$ cat src/hdl/scbr_pkg.sv
`timescale 1ns / 1ps
`default_nettype none

package scbr_pkg;

  // Fixed field widths
  localparam int BUTTON_BITS = 5;
  localparam int HOUR_BITS   = 5;
  localparam int MINSEC_BITS = 6;
  localparam int TPS_BITS    = 10;
  localparam int LOCK_BITS   = 8;
  localparam int RPT_BITS    = 8;
  localparam int CFG_IDX_BITS  = 2;
  localparam int CFG_DATA_BITS = 10;

  // Time limits
  localparam logic [HOUR_BITS-1:0]   HOUR_MAX   = 5'd23;
  localparam logic [MINSEC_BITS-1:0] MINSEC_MAX = 6'd59;

  // Configuration register indexes
  localparam logic [CFG_IDX_BITS-1:0] REG_TICKS_PER_SECOND = 2'd0;
  localparam logic [CFG_IDX_BITS-1:0] REG_LOCKOUT_TICKS    = 2'd1;
  localparam logic [CFG_IDX_BITS-1:0] REG_REPEAT_TICKS     = 2'd2;

  // Configuration reset values
  localparam logic [TPS_BITS-1:0]  TPS_RESET  = 10'd100;
  localparam logic [LOCK_BITS-1:0] LOCK_RESET = 8'd20;
  localparam logic [RPT_BITS-1:0]  RPT_RESET  = 8'd50;

  // Item kinds
  localparam logic MODE_TICK   = 1'b0;
  localparam logic MODE_BUTTON = 1'b1;

  // Button codes
  localparam logic [BUTTON_BITS-1:0] BTN_NONE     = 5'h00;
  localparam logic [BUTTON_BITS-1:0] BTN_HOUR_UP  = 5'h18;
  localparam logic [BUTTON_BITS-1:0] BTN_HOUR_DN  = 5'h0c;
  localparam logic [BUTTON_BITS-1:0] BTN_MIN_UP   = 5'h11;
  localparam logic [BUTTON_BITS-1:0] BTN_MIN_DN   = 5'h05;
  localparam logic [BUTTON_BITS-1:0] BTN_SEC_UP   = 5'h12;
  localparam logic [BUTTON_BITS-1:0] BTN_SEC_DN   = 5'h06;

  typedef struct packed {
    logic                   mode;
    logic [BUTTON_BITS-1:0] buttons;
  } item_t;

  typedef struct packed {
    logic [HOUR_BITS-1:0]   hour_now;
    logic [MINSEC_BITS-1:0] minute_now;
    logic [MINSEC_BITS-1:0] second_now;
    logic                   display_update;
  } result_t;

  typedef struct packed {
    logic [HOUR_BITS-1:0]   hour;
    logic [MINSEC_BITS-1:0] minute;
    logic [MINSEC_BITS-1:0] second;
  } time_t;

  // Adjustment request from the control logic to the time unit
  typedef struct packed {
    logic                   en;
    logic [BUTTON_BITS-1:0] code;
  } adj_t;

endpackage

`default_nettype wire

$ cat src/hdl/scbr_time_unit.sv
`timescale 1ns / 1ps
`default_nettype none

module scbr_time_unit (
  input  wire scbr_pkg::time_t cur,
  input  wire scbr_pkg::adj_t  adj,
  output scbr_pkg::time_t      nxt
);
  import scbr_pkg::*;

  logic [HOUR_BITS-1:0] hour_inc;
  logic [HOUR_BITS-1:0] hour_dec;

  // Hour wrap in both directions
  assign hour_inc = (cur.hour >= HOUR_MAX) ? '0 : cur.hour + 5'd1;
  assign hour_dec = (cur.hour == '0) ? HOUR_MAX : cur.hour - 5'd1;

  // Apply one adjustment code with carry and borrow
  always_comb begin
    nxt = cur;
    if (adj.en) begin
      unique case (adj.code)
        BTN_HOUR_UP: nxt.hour = hour_inc;
        BTN_HOUR_DN: nxt.hour = hour_dec;
        BTN_MIN_UP: begin
          if (cur.minute >= MINSEC_MAX) begin
            nxt.minute = '0;
            nxt.hour   = hour_inc;
          end else begin
            nxt.minute = cur.minute + 6'd1;
          end
        end
        BTN_MIN_DN: begin
          if (cur.minute == '0) begin
            nxt.minute = MINSEC_MAX;
            if (cur.hour != '0) nxt.hour = cur.hour - 5'd1;
          end else begin
            nxt.minute = cur.minute - 6'd1;
          end
        end
        BTN_SEC_UP: begin
          if (cur.second >= MINSEC_MAX) begin
            nxt.second = '0;
            if (cur.minute >= MINSEC_MAX) begin
              nxt.minute = '0;
              nxt.hour   = hour_inc;
            end else begin
              nxt.minute = cur.minute + 6'd1;
            end
          end else begin
            nxt.second = cur.second + 6'd1;
          end
        end
        BTN_SEC_DN: begin
          if (cur.second == '0) begin
            nxt.second = MINSEC_MAX;
            if (cur.minute != '0) nxt.minute = cur.minute - 6'd1;
          end else begin
            nxt.second = cur.second - 6'd1;
          end
        end
        default: nxt = cur;
      endcase
    end
  end

endmodule

`default_nettype wire

$ cat src/hdl/scbr_core.sv
`timescale 1ns / 1ps
`default_nettype none

module scbr_core (
  input  wire                                 clk,
  input  wire                                 rst,
  input  wire                                 cfg_we,
  input  wire [scbr_pkg::CFG_IDX_BITS-1:0]    cfg_index,
  input  wire [scbr_pkg::CFG_DATA_BITS-1:0]   cfg_data,
  input  wire                                 step,
  input  wire scbr_pkg::item_t                word,
  output scbr_pkg::result_t                   res
);
  import scbr_pkg::*;

  // Configuration registers
  logic [TPS_BITS-1:0]  ticks_per_second;
  logic [LOCK_BITS-1:0] lockout_ticks;
  logic [RPT_BITS-1:0]  repeat_ticks;

  // Clock state
  logic [TPS_BITS-1:0]    second_ticks, second_ticks_next;
  logic [LOCK_BITS-1:0]   lockout_count, lockout_count_next;
  logic [RPT_BITS-1:0]    repeat_count, repeat_count_next;
  logic                   accept_ready, accept_ready_next;
  logic [BUTTON_BITS-1:0] held_buttons, held_buttons_next;
  logic                   hold_active, hold_active_next;
  time_t                  time_cur, time_next;

  logic [TPS_BITS:0]  st_inc;
  logic [LOCK_BITS:0] lc_inc;
  logic [RPT_BITS-1:0] rc_inc;
  logic               tps_hit;
  logic               lock_hit;
  logic               apply_req;
  logic               tick_adv;
  logic               upd;
  adj_t               adj;

  // Write configuration
  always_ff @(posedge clk) begin
    if (rst) begin
      ticks_per_second <= TPS_RESET;
      lockout_ticks    <= LOCK_RESET;
      repeat_ticks     <= RPT_RESET;
    end else if (cfg_we) begin
      unique case (cfg_index)
        REG_TICKS_PER_SECOND: ticks_per_second <= cfg_data;
        REG_LOCKOUT_TICKS:    lockout_ticks    <= cfg_data[LOCK_BITS-1:0];
        REG_REPEAT_TICKS:     repeat_ticks     <= cfg_data[RPT_BITS-1:0];
        default: ;
      endcase
    end
  end

  assign st_inc   = {1'b0, second_ticks} + 11'd1;
  assign lc_inc   = {1'b0, lockout_count} + 9'd1;
  assign rc_inc   = (repeat_count == '1) ? repeat_count : repeat_count + 8'd1;
  assign tps_hit  = st_inc >= {1'b0, ticks_per_second};
  assign lock_hit = lc_inc >= {1'b0, lockout_ticks};

  // Work out the next state for one word
  always_comb begin
    second_ticks_next  = second_ticks;
    lockout_count_next = lockout_count;
    repeat_count_next  = repeat_count;
    accept_ready_next  = accept_ready;
    held_buttons_next  = held_buttons;
    hold_active_next   = hold_active;
    apply_req          = 1'b0;
    tick_adv           = 1'b0;
    upd                = 1'b0;
    adj.en             = 1'b0;
    adj.code           = held_buttons;

    if (word.mode == MODE_TICK) begin
      second_ticks_next  = st_inc[TPS_BITS-1:0];
      lockout_count_next = lc_inc[LOCK_BITS-1:0];
      repeat_count_next  = rc_inc;
      if (held_buttons == BTN_NONE) begin
        hold_active_next = 1'b0;
        if (tps_hit) begin
          second_ticks_next = '0;
          tick_adv          = 1'b1;
          upd               = 1'b1;
        end
      end else if (tps_hit) begin
        second_ticks_next = '0;
        hold_active_next  = 1'b1;
        repeat_count_next = '0;
      end
      // Auto-repeat the held code
      if (hold_active_next && (repeat_count_next >= repeat_ticks)) begin
        repeat_count_next = '0;
        apply_req         = 1'b1;
      end
    end else begin
      held_buttons_next = word.buttons;
      adj.code          = word.buttons;
      apply_req         = 1'b1;
    end

    // Accept the code only when armed
    if (apply_req && accept_ready) begin
      second_ticks_next = '0;
      accept_ready_next = 1'b0;
      upd               = 1'b1;
      adj.en            = 1'b1;
    end

    // Rearm after the lockout window
    if ((word.mode == MODE_TICK) && lock_hit) begin
      lockout_count_next = '0;
      accept_ready_next  = 1'b1;
    end

    // Plain second advance shares the time unit
    if (tick_adv) begin
      adj.en   = 1'b1;
      adj.code = BTN_SEC_UP;
    end
  end

  scbr_time_unit u_time (
    .cur (time_cur),
    .adj (adj),
    .nxt (time_next)
  );

  // Advance state on each processed word
  always_ff @(posedge clk) begin
    if (rst) begin
      second_ticks  <= '0;
      lockout_count <= '0;
      repeat_count  <= '0;
      accept_ready  <= 1'b0;
      held_buttons  <= '0;
      hold_active   <= 1'b0;
      time_cur      <= '0;
    end else if (step) begin
      second_ticks  <= second_ticks_next;
      lockout_count <= lockout_count_next;
      repeat_count  <= repeat_count_next;
      accept_ready  <= accept_ready_next;
      held_buttons  <= held_buttons_next;
      hold_active   <= hold_active_next;
      time_cur      <= time_next;
    end
  end

  assign res = {time_next.hour, time_next.minute, time_next.second, upd};

endmodule

`default_nettype wire

$ cat src/hdl/settable_clock_with_button_repeat.sv
`timescale 1ns / 1ps
`default_nettype none

// 24-hour clock set by push buttons. Each input word is either a timer tick or
// a new button state, and each gives exactly one result word with the time
// after it and a display_update flag. A word passes an input register, then
// the counter and time logic, then the result register. One word is taken
// every cycle, limited only by result_stall.
// The input register can take one more word while a result waits, then stalls.
// Configuration (ticks_per_second, lockout_ticks, repeat_ticks) takes effect on
// the next word and is meant to be written only while no word is in flight.
module settable_clock_with_button_repeat (
  input  wire                               clk,
  input  wire                               rst,
  input  wire                               item_valid,
  output logic                              item_stall,
  input  wire scbr_pkg::item_t              item,
  output logic                              result_valid,
  input  wire                               result_stall,
  output scbr_pkg::result_t                 result,
  input  wire                               cfg_we,
  input  wire [scbr_pkg::CFG_IDX_BITS-1:0]  cfg_index,
  input  wire [scbr_pkg::CFG_DATA_BITS-1:0] cfg_data
);
  import scbr_pkg::*;

  logic    s0_valid;
  item_t   s0_word;
  logic    s0_advance;
  result_t res_next;

  // Move the held word on when the result register is free
  assign s0_advance = s0_valid && (!result_valid || !result_stall);
  assign item_stall = s0_valid && !s0_advance;

  // Input register
  always_ff @(posedge clk) begin
    if (rst) begin
      s0_valid <= 1'b0;
    end else if (!item_stall) begin
      s0_valid <= item_valid;
    end
  end

  always_ff @(posedge clk) begin
    if (item_valid && !item_stall) s0_word <= item;
  end

  scbr_core u_core (
    .clk       (clk),
    .rst       (rst),
    .cfg_we    (cfg_we),
    .cfg_index (cfg_index),
    .cfg_data  (cfg_data),
    .step      (s0_advance),
    .word      (s0_word),
    .res       (res_next)
  );

  // Result register
  always_ff @(posedge clk) begin
    if (rst) begin
      result_valid <= 1'b0;
    end else if (s0_advance) begin
      result_valid <= 1'b1;
    end else if (!result_stall) begin
      result_valid <= 1'b0;
    end
  end

  always_ff @(posedge clk) begin
    if (s0_advance) result <= res_next;
  end

endmodule

`default_nettype wire

$ cat config.mk
export PLATFORM = sky130hd
export DESIGN_NAME = settable_clock_with_button_repeat
export DESIGN_NICKNAME = d
export VERILOG_FILES = /design/src/hdl/scbr_pkg.sv /design/src/hdl/scbr_time_unit.sv /design/src/hdl/scbr_core.sv /design/src/hdl/settable_clock_with_button_repeat.sv
export SDC_FILE = /design/constraint.sdc
export NUM_CORES = 1
export LEC_CHECK = 0
export BUFFER_PORTS_ARGS = -buffer_cell sky130_fd_sc_hd__buf_4
export CORE_UTILIZATION = 60
export DETAILED_ROUTE_END_ITERATION = 10
export PLACE_DENSITY = 0.82
export SLEW_MARGIN = 20
export SYNTH_ARGS = -nofsm -noshare
export SYNTH_HDL_FRONTEND = slang
export SYNTH_SLANG_ARGS = --single-unit
$ cat constraint.sdc
create_clock -name clk -period 5.9 [get_ports clk]
set_input_delay 1.18 -clock clk [delete_from_list [all_inputs] [get_ports clk]]
set_output_delay 1.18 -clock clk [all_outputs]
set_load 0.01 [all_outputs]
==> metrics.yaml, run 1 <==
critical_path:
  critPathCapture: "result[16]"
  critPathLaunchType: "flop"
  end_kind: "flop"
  worstPathMaxFanout: 8
  rrSetupSlack_ns: 0.48
  cp.required_ns: 6.04
  critPathKind: "reg2reg"
  arrival_ns: 5.56
  reg2reg_from: "u_core.second_ticks[2]"
  r2r_end: "result[16]"
  startpoint: "u_core.second_ticks[2]"
  r2r_cells: 20
global_route:
  gr-usage-all-layers_pct: 29.9
  grt_antenna_before_repair: 0
  grt_pass1_wl_microns: 26700
  grt_max_degree: 64
  grt_pass1_vias: 5591
  overflow: 0
synthesis:
  netlist_instances: 790
  synth_nets: 850
  synth_most_common_cell: "nor2_1"
  synth_top_cells_by_area: "dfxtp_1 24%, edfxtp_1 11%, ha_1 7.1%"
  syn_area_per_cell_sq_um: 8.27
  synth.distinct_cells: 82
  yosys.area.top_type: "dfxtp_1"
  synthesis.area_sq_um: 6530
  synth_edf_count: 24
  synthTopCellsByCount: "85 x nor2_1, 78 x dfxtp_1, 78 x nand2_1"
  synth.ff_latch_count: 102
  seq_area_frac_synth_pct: 34.9
  synth_flop_cell: "dfxtp_1"
  yosysTopAreaCellShare_pct: 23.9
  yosysWarnings: 0
  synthArstFlopShare_pct: 0
timing:
  timing.final.crit_share_pct: 91.9
  hold_viol: 0
  fin_skew_ns: 0.0133
  setup_viol: 0
  rsz0062_at_grt: "no"
  holdWs_ns: 0.466
  slew_viol_final: 0
  finalSetupTns_ns: 0
  fmax_mhz: 185
  slew-limit-headroom_pct: 39.9
  layout_min_cycle_time_ns: 5.42
  worstMarginPinSlew_ns: 0.901
worst_hold_path:
  hp-class: "reg2reg"
  whs_path_depth: 2
route:
  drt_pre_antenna_iters: 5
  vias: 5939
  totalWireLength_microns: 16300
  drt-initial-drc-count: 371
  drc: 0
  routed_via_density: 6.25
  detail_route.wl_per_cell_microns: 17.1
  drtAntennaViolNets: 0
floorplanning:
  fp.coreArea_sq_um: 10500
  io_pins: 43
  num_rows: 37
  start_util_pct: 62.4
  die_h_microns: 106
  die_w_microns: 106
  die_area_sq_um: 11300
cells_and_area:
  finalNetCount: 870
  post-route-util_pct: 67.7
  antenna_cells: 0
  multi_input_area_sq_um: 3950
  seqCellArea_sq_um: 2280
  drive_gt1_share_pct: 11.4
  fillerInstances: 880
  syn_to_final_growth_pct: 8.50
power_and_ir_drop:
  p_comb_share_pct: 8.8
  power.net_switching_w: 0.000320
  max-vdd-ir-drop_mv: 0.174
  swShare_pct: 24.9
  intPower_w: 0.000963
  p_clk_share_pct: 33.3
  power_leakage_nw: 3.03
  power_density_nw_per_um2: 181
  power.share.sequential_pct: 57.9
clocking:
  clk_pin_slew_ns: 0.09
  clock_sinks: 102
  cts_hold_buf: 0
  h-tree-depth: 3
  cts_made_buffers: 9
  cts_buffer_depth: 2
  clk_latency_ns: 0.39
  ctsResizeCount: 0
  cts_tree: "yes"
  cts_setup_buffers: 0
  clockRootBuffer: "clkbuf_8"
place:
  numPortBuffers: 42
  place_hpwl_microns: 11800
  place.gp.congestion: 0.882
job:
  cap_violations: 0
status:
  status: "finished, final reports clean"
-- critical path, stage by stage (launching register included) --
cell	delay, ns
dfxtp_1	0.47
nand2_1	0.12
nor2_1	0.26
nand3_1	0.23
nor2_1	0.17
xor2_1	0.22
ha_1	0.28
a211oi_1	0.22
o21ai_0	0.14
a21o_1	0.22
o22a_1	0.20
o21a_1	0.27
nor2_1	0.19
ha_1	0.28
a21o_1	0.18
a2111oi_0	0.36
o21ai_0	0.14
and3_1	0.26
a211oi_4	0.47
nor2_2	0.19
mux2_2	0.31
-- routing by layer --
layer	vias up	global-route usage, %	share of wire (%)	wire length, microns
met2	206	50.3	48	7890
li1	2904	-	-	-
met5	-	0	0	0
met3	24	4.05	5.8	950
met1	2805	38.7	44	7170
met4	0	11.5	1.7	272
-- registers in the layout, indices dropped and copies added (netlist names), 5 cells and up --
name and flops:
u_core.lockout_count 8, u_core.lockout_ticks 8, result 18, u_core.second_ticks 10
u_core.held_buttons 5, u_core.repeat_ticks 8, u_core.ticks_per_second 10, u_core.time_cur 17
s0_word 6, u_core.repeat_count 8
-- metrics by stage --
step           power [W]  std cells  area (sq um)  setup slack (ns)
2_1_floorplan   0.000826        790          6530              1.27
3_3_place_gp    0.000864        935          6900             0.851
3_5_place_dp    0.000870        935          6900             0.556
4_1_cts          0.00129        950          7080             0.499
5_1_grt          0.00132        950          7090            0.0317
6_report         0.00128        950          7090             0.480
-- cells by family (layout without fill, tap and decap cells) --
kind of cell	Yosys count	after routing	synth area share [%]
buffers and inverters	81	105	4.79
muxes	24	24	3.73
DFF	102	102	34.9
adders and majority gates	37	37	7.09
AOI/OAI and AO/OA	226	226	23.6
and+or+nand+nor	294	294	22.3
xor gates and xnor gates	26	26	3.49
-- placed cells by master (no fill, tap or decap), types with 11 or more instances in the layout --
cell type	n
buf_4	46
nand2_1	78
dfxtp_1	78
edfxtp_1	24
xor2_1	15
a22oi_1	12
ha_1	37
nand3_1	31
mux2i_1	21
and3_1	13
nor2_1	85
o21ai_0	51
a21o_1	18
nor3_1	15
inv_1	44
xnor2_1	11
a21oi_1	61
-- final cells by class --
class	count	share of cell area, %
clock buffers	14	2.45
clock inverters	1	0.0706
inverters	44	2.33
multi-input cells	607	55.7
flip-flops and latches	102	32.2
well taps	136	2.40
repair buffers	46	4.87
-- how the worst min path moves through the flow --
stage / from / end
4_1_cts: u_core.ticks_per_second[8] / u_core.ticks_per_second[8]
3_3_place_gp: u_core.ticks_per_second[4] / u_core.ticks_per_second[4]
2_1_floorplan: u_core.ticks_per_second[1] / u_core.ticks_per_second[1]
3_5_place_dp: u_core.ticks_per_second[7] / u_core.ticks_per_second[7]
5_1_grt: u_core.ticks_per_second[1] / u_core.ticks_per_second[1]
6_report: u_core.ticks_per_second[7] / u_core.ticks_per_second[7]
-- power by group through the flow --
stage          registers, W  clock network, W  logic [W]
2_1_floorplan      0.000756                 0  0.0000698
3_3_place_gp       0.000758                 0   0.000106
3_5_place_dp       0.000759                 0   0.000111
4_1_cts            0.000743          0.000431   0.000112
5_1_grt            0.000745          0.000455   0.000124
6_report           0.000743          0.000428   0.000113
(Power assumes the default switching activity.)
==> run 2, diff against run 1 <==
--- a/config.mk
+++ b/config.mk
@@ -12,4 +12,5 @@
 export SLEW_MARGIN = 20
 export SYNTH_ARGS = -nofsm -noshare
 export SYNTH_HDL_FRONTEND = slang
+export SYNTH_HIERARCHICAL = 1
 export SYNTH_SLANG_ARGS = --single-unit
==> run 2 against run 1 <==
Effect of this change:
- wire length is 14% lower
- synthesized area is 3.8% lower
- register-to-register slack worse by 0.09 ns
- clock skew is 0.0010 ns lower
- power is 2.6% higher
- cell count is 5.6% lower
- setup slack worse by 0.089 ns
==> metrics.yaml, run 2 <==
status:
  status: "finished, final reports clean"
synthesis:
  synth.ff_latch_count: 102
  synth_edf_count: 24
  yosys.area.top_type: "dfxtp_1"
  synth_flop_cell: "dfxtp_1"
  netlist_instances: 738
  synth_top_cells_by_area: "dfxtp_1 25%, edfxtp_1 11%, ha_1 7.4%"
  yosysWarnings: 6
  synthArstFlopShare_pct: 0
  syn_area_per_cell_sq_um: 8.51
  synthTopCellsByCount: "87 x nand2_1, 78 x dfxtp_1, 75 x nor2_1"
  synth_most_common_cell: "nand2_1"
  synth_nets: 798
  synth.distinct_cells: 89
  seq_area_frac_synth_pct: 36.3
  synthesis.area_sq_um: 6280
  yosysTopAreaCellShare_pct: 24.9
floorplanning:
  die_w_microns: 104
  fp.coreArea_sq_um: 9950
  num_rows: 36
  die_area_sq_um: 10900
  die_h_microns: 104
  io_pins: 43
  start_util_pct: 63.1
critical_path:
  arrival_ns: 5.77
  cpMostUsedCell: "nor2_1"
  cpMaxStageDelayCell: "dfxtp_1"
  rrSetupSlack_ns: 0.39
  critPathKind: "reg2reg"
  end_kind: "flop"
  slowest_delay_ns: 0.42
  r2r_cells: 25
  critPathLaunchType: "flop"
  worstPathMaxFanout: 10
  cp.required_ns: 6.16
timing:
  timing.final.crit_share_pct: 93.4
  fmax_mhz: 182
  hold_viol: 0
  setup_viol: 0
  slew-limit-headroom_pct: 49.9
  finalSetupTns_ns: 0
  fin_skew_ns: 0.0123
  worstMarginPinSlew_ns: 0.750
  layout_min_cycle_time_ns: 5.51
  holdWs_ns: 0.461
  slew_viol_final: 0
  rsz0062_at_grt: "no"
route:
  drt-initial-drc-count: 361
  drc: 0
  drtAntennaViolNets: 0
  routed_via_density: 6.09
  detail_route.wl_per_cell_microns: 15.6
  vias: 5463
  drt_pre_antenna_iters: 5
  totalWireLength_microns: 14000
cells_and_area:
  drive_gt1_share_pct: 11.8
  largest_register: "result"
  largest_reg_flops: 18
  antenna_cells: 0
  final_common_cell: "nand2_1"
  layout_common_cells: "87 x nand2_1, 78 x dfxtp_1, 75 x nor2_1"
  final_cell_area_sq_um: 6830
  top_regs: "result (18), u_core/time_cur (17)"
  fin_cells: 897
  syn_to_final_growth_pct: 8.80
  finalNetCount: 819
global_route:
  gr-usage-all-layers_pct: 26.2
  grt_max_degree: 74
  grt_antenna_before_repair: 0
  overflow: 0
  grt_pass1_wl_microns: 23300
  grt_pass1_vias: 5140
clocking:
  clk_pin_slew_ns: 0.09
  cts_hold_buf: 0
  clk_latency_ns: 0.39
  ctsResizeCount: 0
  cts_buffer_depth: 2
  h-tree-depth: 3
  cts_made_buffers: 9
  cts_setup_buffers: 0
  clock_sinks: 102
  clockRootBuffer: "clkbuf_8"
  cts_tree: "yes"
worst_hold_path:
  whs_path_depth: 2
  hp-class: "reg2reg"
power_and_ir_drop:
  swShare_pct: 25.0
  power_leakage_nw: 2.82
  max-vdd-ir-drop_mv: 0.170
  p_clk_share_pct: 33.7
  power.share.sequential_pct: 56.4
  power_density_nw_per_um2: 193
  power.net_switching_w: 0.000329
  p_comb_share_pct: 9.9
  intPower_w: 0.000988
job:
  cap_violations: 0
place:
  dpl_cell_area_sq_um: 6640
  place.gp.congestion: 0.923
  numPortBuffers: 42
  placed_cells: 881
  place_hpwl_microns: 10100
-- run 2: critical path, delay by kind of cell, from the launching register on --
family | cells | cell delay [ns]
compound gates | 9 | 2.05
xor+xnor | 1 | 0.16
fa+ha+maj | 3 | 0.83
flops | 1 | 0.42
mux | 1 | 0.15
simple gates | 11 | 1.74
-- run 2: final cells by class --
class	instances	area (sq um)
sequential	102	2280
clock inverter	5	48.8
multi-input combinational	555	3680
inverter	46	173
fill	803	3120
timing repair buffer	45	338
tap	133	166
clock buffer	11	141
-- run 2: per-stage QoR --
stage               utilization (%)  worst slack [ns]  power [W]
finish                         68.7             0.391    0.00132
global route                   68.7            0.0197    0.00137
CTS                            68.6             0.472    0.00133
detailed placement             66.7             0.527   0.000888
global placement               66.7             0.811   0.000883
floorplan                         -              1.20   0.000844
-- run 2: layer usage --
layer,global-route usage (%),share of wire [%],vias up
li1,-,-,2692
met1,33.4,44,2549
met2,43.0,47,199
met3,6.20,6.9,23
met4,9.49,1.7,0
met5,0,0,-
-- run 2: cell families after synthesis --
| family | synth area share [%] |
|---|---|
| xor+xnor | 2.93 |
| buf+inv | 5.26 |
| fa+ha+maj | 7.37 |
| mux | 5.64 |
| compound gates | 19.8 |
| simple gates | 22.7 |
| flops | 36.3 |
-- run 2: final timing paths --
path / startpoint / end
setup / recovery: u_core/second_ticks[0] / u_core/time_cur[10]
hold / removal: u_core/ticks_per_second[8] / u_core/ticks_per_second[8]
setup reg to reg: u_core/second_ticks[0] / u_core/time_cur[10]
hold reg to reg: u_core/ticks_per_second[8] / u_core/ticks_per_second[8]
-- run 2: power groups by stage --
stage                     clock, W  combinational, W  sequential [W]
after floorplan                  0         0.0000867        0.000757
final                     0.000443          0.000131        0.000743
after detailed placement         0          0.000129        0.000759
after global routing      0.000478          0.000144        0.000745
after global placement           0          0.000125        0.000758
after CTS                 0.000455          0.000130        0.000743
==> run 3, diff against run 2 <==
--- a/config.mk
+++ b/config.mk
@@ -5,10 +5,13 @@
 export SDC_FILE = /design/constraint.sdc
 export NUM_CORES = 1
 export LEC_CHECK = 0
+export ABC_AREA = 1
 export BUFFER_PORTS_ARGS = -buffer_cell sky130_fd_sc_hd__buf_4
 export CORE_UTILIZATION = 60
 export DETAILED_ROUTE_END_ITERATION = 10
+export GPL_TIMING_DRIVEN = 0
 export PLACE_DENSITY = 0.82
+export SETUP_SLACK_MARGIN = 0.3
 export SLEW_MARGIN = 20
 export SYNTH_ARGS = -nofsm -noshare
 export SYNTH_HDL_FRONTEND = slang
==> run 3 against run 2 <==
Effect of this change:
- sequential power increased by 3.2%
- count of clock-buffer cells in the layout increased by 2
- die area increased by 2.0%
- non-clock buffer count increased by 20
- power increased by 6.4%
- critical path depth increased by 5
- worst hold slack improved by 0.0058 ns
- clock skew increased by 0.0025 ns
- final area increased by 3.8%
- via count increased by 5.3%
- first-iteration DRC count increased by 12%
- global-route usage increased by 0.44 points
==> metrics.yaml, run 3 <==
status:
  status: "finished, final reports clean"
clocking:
  ctsResizeCount: 0
  cts_setup_buffers: 0
  clock_sinks: 102
  cts_buffer_depth: 2
  cts_tree: "yes"
  h-tree-depth: 3
  clk_latency_ns: 0.38
  cts_made_buffers: 9
  cts_hold_buf: 0
  clockRootBuffer: "clkbuf_8"
  clk_pin_slew_ns: 0.10
global_route:
  grt_pass1_vias: 5091
  gr-usage-met2_pct: 41.3
  grtUsageMet3_pct: 4.27
  grt_pass1_wl_microns: 23800
  grtUsageMet1_pct: 37.7
  grt_most_used_layer: "met2"
  overflow: 0
  grt_max_degree: 17
  gr-usage-all-layers_pct: 26.6
  grt_antenna_before_repair: 0
critical_path:
  arrival_ns: 5.19
  critPathKind: "reg2reg"
  reg2reg_from: "u_core/second_ticks[2]"
  end_kind: "flop"
  slowest_delay_ns: 0.42
  rrSetupSlack_ns: 0.99
  critPathLaunchType: "flop"
  cp.required_ns: 6.19
  worstPathMaxFanout: 10
  r2r_end: "u_core/time_cur[0]"
  cpMaxStageDelayCell: "dfxtp_1"
  r2r_cells: 30
  cpMostUsedCell: "nand2_1"
job:
  cap_violations: 0
cells_and_area:
  largest_reg_flops: 18
  fillerInstances: 942
  syn_to_final_growth_pct: 10.6
  multi_input_area_sq_um: 3500
  drive_gt1_share_pct: 14.6
  seqCellArea_sq_um: 2280
  largest_register: "result"
  antenna_cells: 0
  final_common_cell: "nand2_1"
  layout_common_cells: "176 x nand2_1, 118 x inv_1, 94 x nor2_1"
  post-route-util_pct: 68.7
  finalNetCount: 1002
  top_regs: "result (18), u_core/time_cur (17)"
  fin_cells: 1083
synthesis:
  synthesis.area_sq_um: 6410
  synthArstFlopShare_pct: 0
  syn_area_per_cell_sq_um: 7.22
  netlist_instances: 888
  yosysTopAreaCellShare_pct: 24.4
  seq_area_frac_synth_pct: 35.6
  synthTopCellsByCount: "176 x nand2_1, 118 x inv_1, 94 x nor2_1"
  yosysWarnings: 6
  synth.ff_latch_count: 102
  synth_edf_count: 24
  synth_top_cells_by_area: "dfxtp_1 24%, edfxtp_1 11%, nand2_1 10%"
  synth_flop_cell: "dfxtp_1"
  yosys.area.top_type: "dfxtp_1"
  synth.distinct_cells: 45
  synth_nets: 948
  synth_most_common_cell: "nand2_1"
place:
  numPortBuffers: 42
  placed_cells: 1067
  place_hpwl_microns: 10600
  place.gp.congestion: 0.915
power_and_ir_drop:
  p_clk_share_pct: 28.5
  power_density_nw_per_um2: 198
  intPower_w: 0.000995
  power_leakage_nw: 3.28
  swShare_pct: 29.0
  power.net_switching_w: 0.000407
  power.share.sequential_pct: 54.7
  total_power_w: 0.00140
  max-vdd-ir-drop_mv: 0.161
  p_comb_share_pct: 16.8
floorplanning:
  io_pins: 43
  num_rows: 37
  die_area_sq_um: 11100
  fp.coreArea_sq_um: 10300
  die_w_microns: 105
  start_util_pct: 62.1
  die_h_microns: 105
worst_hold_path:
  whs_path_depth: 2
  hp-start: "u_core/repeat_ticks[2]"
  min_to: "u_core/repeat_ticks[2]"
  hp-class: "reg2reg"
timing:
  slew_viol_final: 0
  holdWs_ns: 0.467
  finalSetupTns_ns: 0
  slew-limit-headroom_pct: 41.2
  timing.final.crit_share_pct: 83.1
  worstMarginPinSlew_ns: 0.873
  setup_viol: 0
  layout_min_cycle_time_ns: 4.91
  fmax_mhz: 204
  hold_viol: 0
  rsz0062_at_grt: "no"
  fin_skew_ns: 0.0148
route:
  routed_via_density: 5.31
  drc: 0
  drt_pre_antenna_iters: 5
  totalWireLength_microns: 13800
  vias: 5754
  drtAntennaViolNets: 0
  drt-initial-drc-count: 405
  detail_route.wl_per_cell_microns: 12.8
[run 3: power groups by stage]
stage	clock network, W	registers (W)	logic, W
2_1_floorplan	0	0.000781	0.000162
4_1_cts	0.000413	0.000767	0.000233
3_3_place_gp	0	0.000782	0.000226
3_5_place_dp	0	0.000783	0.000232
6_report	0.000399	0.000767	0.000235
5_1_grt	0.000435	0.000771	0.000266
[run 3: per-stage QoR]
step,worst slack (ns),cell area [sq um]
after detailed placement,1.08,6920
after CTS,1.07,7090
after global routing,0.411,7090
final,0.995,7090
after floorplan,1.97,6410
after global placement,1.03,6900
[run 3: layout make-up]
cell class	instances	area share (%)
Buffer	22	1.87
Inverter	134	7.09
Clock inverter	3	0.282
Tap cell	136	2.40
Timing Repair Buffer	43	4.66
Multi-Input combinational cell	630	49.4
Sequential cell	102	32.2
Clock buffer	13	2.10
[run 3: kinds of logic after synthesis]
group / share of synthesized area [%]
and+or+nand+nor: 29.5
AOI/OAI and AO/OA: 14.3
buffers and inverters: 9.92
DFF: 35.6
adders and majority gates: 7.22
xor gates and xnor gates: 3.14
muxes: 0.312
[run 3: critical path, delay by kind of cell, from the launching register on]
kind                       cells  cell delay (ns)
adders and majority gates      2             0.43
buffers and inverters          5             0.65
AOI/OAI and AO/OA              2             0.42
and+or+nand+nor               21             2.89
DFF                            1             0.42
[run 3: worst max-delay path by stage]
stage                     slack, ns                     end              startpoint  cells after the start
final                          0.99      u_core/time_cur[0]  u_core/second_ticks[2]                     30
after global routing           0.41      u_core/time_cur[0]  u_core/second_ticks[0]                     30
after floorplan                1.97               result[1]  u_core/second_ticks[0]                     29
after global placement         1.03  u_core/repeat_count[6]            result_stall                      8
after detailed placement       1.08      u_core/time_cur[0]  u_core/second_ticks[2]                     30
after CTS                      1.07      u_core/time_cur[0]  u_core/second_ticks[2]                     30
[run 3: metal layers]
metal,part of all wire [%],vias up
li1,-,3021
met1,50,2604
met2,44,115
met3,4.4,14
met4,1.5,0
met5,0,-
